==> src/triangle_scanline_span_generator_core_assert.svh <==
// Assertion macros for the span generator.
`ifndef TRIANGLE_SCANLINE_SPAN_GENERATOR_CORE_ASSERT_SVH
`define TRIANGLE_SCANLINE_SPAN_GENERATOR_CORE_ASSERT_SVH
`ifndef SYNTHESIS
`define TSG_ASSERT_IMP(label, clk, rst_n, a, c, msg) \
    label: assert property (@(posedge clk) disable iff (!rst_n) (a) |-> (c)) else $error(msg);
`define TSG_ASSERT_NEXT(label, clk, rst_n, a, c, msg) \
    label: assert property (@(posedge clk) disable iff (!rst_n) (a) |=> (c)) else $error(msg);
`else
`define TSG_ASSERT_IMP(label, clk, rst_n, a, c, msg)
`define TSG_ASSERT_NEXT(label, clk, rst_n, a, c, msg)
`endif
`endif

==> src/tsg_pkg.sv <==
// Package: types, constants and state codes of the span generator.
`timescale 1ns / 1ps
`default_nettype none
package tsg_pkg;
    localparam int COORD_WIDTH_DEF    = 16;
    localparam int SCREEN_DIM_MAX_DEF = 4096;
    localparam int CFG_WIDTH          = 13;
    localparam int CFG_IDX_WIDTH      = 1;
    localparam logic [CFG_IDX_WIDTH-1:0] REG_SCREEN_WIDTH  = 1'b0;
    localparam logic [CFG_IDX_WIDTH-1:0] REG_SCREEN_HEIGHT = 1'b1;
    localparam logic ACT_LOAD = 1'b0;
    localparam logic ACT_STEP = 1'b1;
    // Width of the dividend/quotient in the edge divider.
    localparam int DIV_WIDTH = 40;
    localparam int DIV_CNT_W = 6;

    typedef struct packed {
        logic               action;
        logic signed [15:0] vertex_a_x;
        logic signed [15:0] vertex_a_y;
        logic signed [15:0] vertex_b_x;
        logic signed [15:0] vertex_b_y;
        logic signed [15:0] vertex_c_x;
        logic signed [15:0] vertex_c_y;
        logic [31:0]        fill_colour_in;
    } t_in_item;

    typedef struct packed {
        logic signed [15:0] row;
        logic [11:0]        x_start;
        logic [11:0]        x_end;
        logic [31:0]        span_colour;
        logic               span_valid;
        logic               last;
    } t_out_item;

    typedef enum logic [2:0] {
        ST_IDLE,
        ST_SETUP,
        ST_DIV_A,
        ST_DIV_B,
        ST_FINISH,
        ST_OUT
    } t_state;

    typedef struct packed {
        logic load;
        logic idle_emit;
        logic setup;
        logic start_a;
        logic start_b;
        logic finish;
    } t_cmd;

    typedef struct packed {
        logic flat;
        logic active;
        logic row_ok;
        logic div_done;
    } t_status;
endpackage
`default_nettype wire

==> src/tsg_controller.sv <==
// Controller: sequences load, setup, two divisions and result handoff.
`timescale 1ns / 1ps
`default_nettype none
`include "triangle_scanline_span_generator_core_assert.svh"
module tsg_controller import tsg_pkg::*; (
    input  wire     i_clk,
    input  wire     i_rst_n,
    input  wire     i_in_valid,
    output logic    o_in_ready,
    input  wire     i_action,
    output logic    o_out_valid,
    input  wire     i_out_ready,
    input  t_status i_status,
    output t_cmd    o_cmd
);
    t_state r_state, n_state;
    logic   w_acc;
    assign w_acc = i_in_valid && o_in_ready;

    // Next state.
    always_comb begin
        n_state = r_state;
        unique case (r_state)
            ST_IDLE: if (w_acc) begin
                if (i_action == ACT_LOAD) n_state = i_status.flat ? ST_OUT : ST_IDLE;
                else n_state = i_status.active ? ST_SETUP : ST_OUT;
            end
            ST_SETUP:  n_state = i_status.row_ok ? ST_DIV_A : ST_DIV_A;
            ST_DIV_A:  if (i_status.div_done) n_state = ST_DIV_B;
            ST_DIV_B:  if (i_status.div_done) n_state = ST_FINISH;
            ST_FINISH: n_state = ST_OUT;
            ST_OUT:    if (i_out_ready) n_state = ST_IDLE;
            default:   n_state = ST_IDLE;
        endcase
    end

    // Outputs.
    logic r_first;
    always_comb begin
        o_cmd = '0;
        o_in_ready = (r_state == ST_IDLE);
        o_out_valid = (r_state == ST_OUT);
        o_cmd.load = w_acc && (i_action == ACT_LOAD);
        o_cmd.idle_emit = w_acc && (i_action == ACT_STEP) && !i_status.active;
        o_cmd.setup = (r_state == ST_SETUP);
        o_cmd.start_a = r_first;
        o_cmd.start_b = (r_state == ST_DIV_A) && i_status.div_done;
        o_cmd.finish = (r_state == ST_DIV_B) && i_status.div_done;
    end

    always_ff @(posedge i_clk) begin
        if (!i_rst_n) begin
            r_state <= ST_IDLE; r_first <= 1'b0;
        end else begin
            r_state <= n_state; r_first <= (r_state == ST_SETUP);
        end
    end

    `TSG_ASSERT_IMP(a_out_only_idle_accept, i_clk, i_rst_n, o_out_valid, !o_in_ready, "accept during output")
    `TSG_ASSERT_NEXT(a_setup_then_div, i_clk, i_rst_n, r_state == ST_SETUP, r_state == ST_DIV_A, "setup order")
    `TSG_ASSERT_IMP(a_one_start, i_clk, i_rst_n, o_cmd.start_a, !o_cmd.start_b, "double divider start")
endmodule
`default_nettype wire

==> config.mk <==
export PLATFORM = sky130hd
export DESIGN_NAME = tsg_controller
export DESIGN_NICKNAME = d
export VERILOG_FILES = /design/src/tsg_pkg.sv /design/src/tsg_controller.sv
export VERILOG_INCLUDE_DIRS = /design/src /design/src/src
export SDC_FILE = /design/constraint.sdc
export NUM_CORES = 1
export LEC_CHECK = 0
export BUFFER_PORTS_ARGS = -buffer_cell sky130_fd_sc_hd__buf_2
export CORE_AREA = 2 2 39 41
export CTS_CLUSTER_DIAMETER = 30
export DETAILED_ROUTE_END_ITERATION = 7
export DIE_AREA = 0 0 41 43
export PLACE_DENSITY_LB_ADDON = 0.2
export SLEW_MARGIN = 10
export SYNTH_ARGS = -nofsm -noshare
export SYNTH_HDL_FRONTEND = slang
export SYNTH_SLANG_ARGS = --single-unit
==> constraint.sdc <==
create_clock -name i_clk -period 1.85 [get_ports i_clk]
set_clock_uncertainty 0.15 [all_clocks]
set_input_delay 0.0925 -clock i_clk [delete_from_list [all_inputs] [get_ports i_clk]]
set_output_delay 0.0925 -clock i_clk [all_outputs]
set_load 0.05 [all_outputs]
==> metrics.yaml <==
p_sw_mw: 0.316
crit_arrival_ps: 1350
layout_common_cells: "buf_2, nand2_1, nor2_1, dfxtp_1, clkbuf_4"
setup_viol_count_final: 0
cts-buffers-inserted: 3
cts_root_buf: "clkbuf_4"
yosys.area.top_type: "dfxtp_1"
clockBufferDepth: 2
ant_nets: 0
globalRouteMet1Util_pct: 12.8
drv_slew: 0
startpoint_type: "register"
worstRegToRegCells: 3
die_area_sq_um: 1760
drc: 0
drv_cap: 0
gr-total-overflow: 0
drive_above_1_share_pct: 37.0
cts_num_sinks: 4
grt_pass1_wl_mm: 1.09
cts_tree: "yes"
layout_commonest_cell: "buf_2"
cp_max_fo: 10
netlist.area_leader.share_pct: 27.8
final_cells: 70
clockPowerShare_pct: 17.6
grtUsageTotal_pct: 9.32
gr-max-usage-layer: "met1"
placementRows: 14
place_ws_ps: 359
yosysWarnings: 0
met3_usage_pct: 3.14
synth-seq-area-share_pct: 27.8
die_x_microns: 41
total_power_mw: 0.605
io_buffers: 15
totalWireLength_microns: 673
clk_latency_ps: 230
vdd.ir_drop.worst_mv: 0.360
drt_first_pass_iters: 2
vias: 302
p_int_mw: 0.289
avgSynthCellArea_sq_um: 7.38
htreeDepth: 1
cp.required_ps: 1610
antenna_found_initial: 0
synth_fp_nets: 48
fmax_ghz: 0.630
fin_crit_sh_pct: 85.8
yosys-top-cells-area: "dfxtp_1, buf_6, nand2_1"
cp-end-kind: "primary output"
min_from: "i_in_valid"
r2r-start: "r_state[1]"
p_sw_share_pct: 52.3
dp_hpwl_microns: 523
r2r_end: "r_state[0]"
core_area_sq_um: 1380
finalWeightedCongestion: 0.646
crit_end: "o_cmd[0]"
reg2reg_slack_ps: 380
critical_path_class: "reg -> out"
clkTransAtPathRegs_ps: 40
antenna_cells: 0
p_comb_share_pct: 53.2
max_stage_delay_ps: 540
hold_class: "in -> reg"
hold_viol: 0
netlist_area_sq_um: 288
p_leak_nw: 0.193
met2_usage_pct: 11.9
ys_ff_latch: 4
worstMarginPinSlew_ps: 383
drt-wirelength-per-cell_microns: 9.61
syn_inst: 39
drt-initial-drc-count: 3
ios: 17
grt_max_degree: 12
ys_types: 23
post-place-cells: 66
worst_slack_ps: 262
via_per_inst: 4.31
cp_slowest_cell: "dfxtp_1"
path_cells: "nand3_1 > nor2_1 > buf_2"
max_slew_margin_pct: 74.4
grt_setup_unrepaired: "no"
min_period_ps: 1590
dieHeight_microns: 43
cp-startpoint: "r_state[0]"
tns_ps: 0
outcome: "completed"
layout.nets: 65
p_per_area_nw_per_um2: 1530
area_growth_pct: 37.0
start_util_pct: 20.8
grt_pass1_vias: 272
power.share.sequential_pct: 29.2
## registers in the layout, summed over array words and instances (netlist names)
name	flops
r_first	1
r_state	3
## repair_timing
item / CTS / global route
buffers inserted: 0 / 0
resized for setup: 0 / 0
hold endpoints to repair: 2 / 0
hold buffers: 1 / 0
## kinds of logic (layout without fill, tap and decap cells)
group	after synthesis	in the layout	synth area share (%)
flip-flops	4	4	27.8
AO/OA/AOI/OAI	5	5	10.9
AND/OR/NAND/NOR	23	23	43.0
buffers and inverters	6	21	14.8
multiplexers	1	1	3.48
## layout make-up
cell class | count | area [sq um]
sequential | 4 | 80.1
clock buffer | 3 | 22.5
multi-input combinational | 29 | 179
fill | 169 | 990
timing repair buffer | 16 | 85.1
inverter | 2 | 7.51
tap | 16 | 20.0
## stage by stage
step	hold slack [ps]	cell area (sq um)	utilization, %
detailed placement	237	362	26.1
finish	60.0	394	28.5
CTS	64.1	394	28.5
floorplan	80.8	302	-
global placement	233	362	26.1
global route	85.9	394	28.5
## worst min-delay path by stage
| stage | end | cells after the start |
|---|---|---|
| 2_1_floorplan | r_state[2] | 2 |
| 6_report | r_state[2] | 3 |
| 3_5_place_dp | r_state[2] | 3 |
| 5_1_grt | r_state[2] | 4 |
| 3_3_place_gp | r_state[2] | 3 |
| 4_1_cts | r_state[2] | 3 |
## cells in the mapped netlist
library cell	count
a21oi_1	1
mux2i_1	1
nor2_1	5
nand2b_1	1
buf_2	1
and3b_1	1
and3_1	1
inv_1	2
nand4b_1	1
dfxtp_1	4
nor4_1	1
buf_4	1
nor3b_1	2
a211oi_1	1
nor2b_1	2
buf_6	2
o211ai_1	1
or4_1	1
nor3_1	2
a31oi_1	1
o21ai_0	1
nand3_1	1
nand2_1	5
## power by group through the flow
stage | Sequential, mW | Clock [mW] | Combinational [mW]
after floorplan | 0.121 | 0 | 0.344
after global placement | 0.180 | 0 | 0.326
after detailed placement | 0.180 | 0 | 0.324
after CTS | 0.177 | 0.113 | 0.326
after global routing | 0.185 | 0.118 | 0.343
final | 0.177 | 0.106 | 0.322
## routing by layer
metal	share of wire, %	vias to the layer above
met3	7.3	0
met1	48	126
met2	45	12
li1	-	164
met5	0	-
met4	0	0
## worst max-delay path: cells and delay by family, from the launching register on
family | cells | cell delay (ps)
flip-flops | 1 | 540
AND/OR/NAND/NOR | 2 | 300
buffers and inverters | 1 | 270
(Power assumes the default switching activity.)
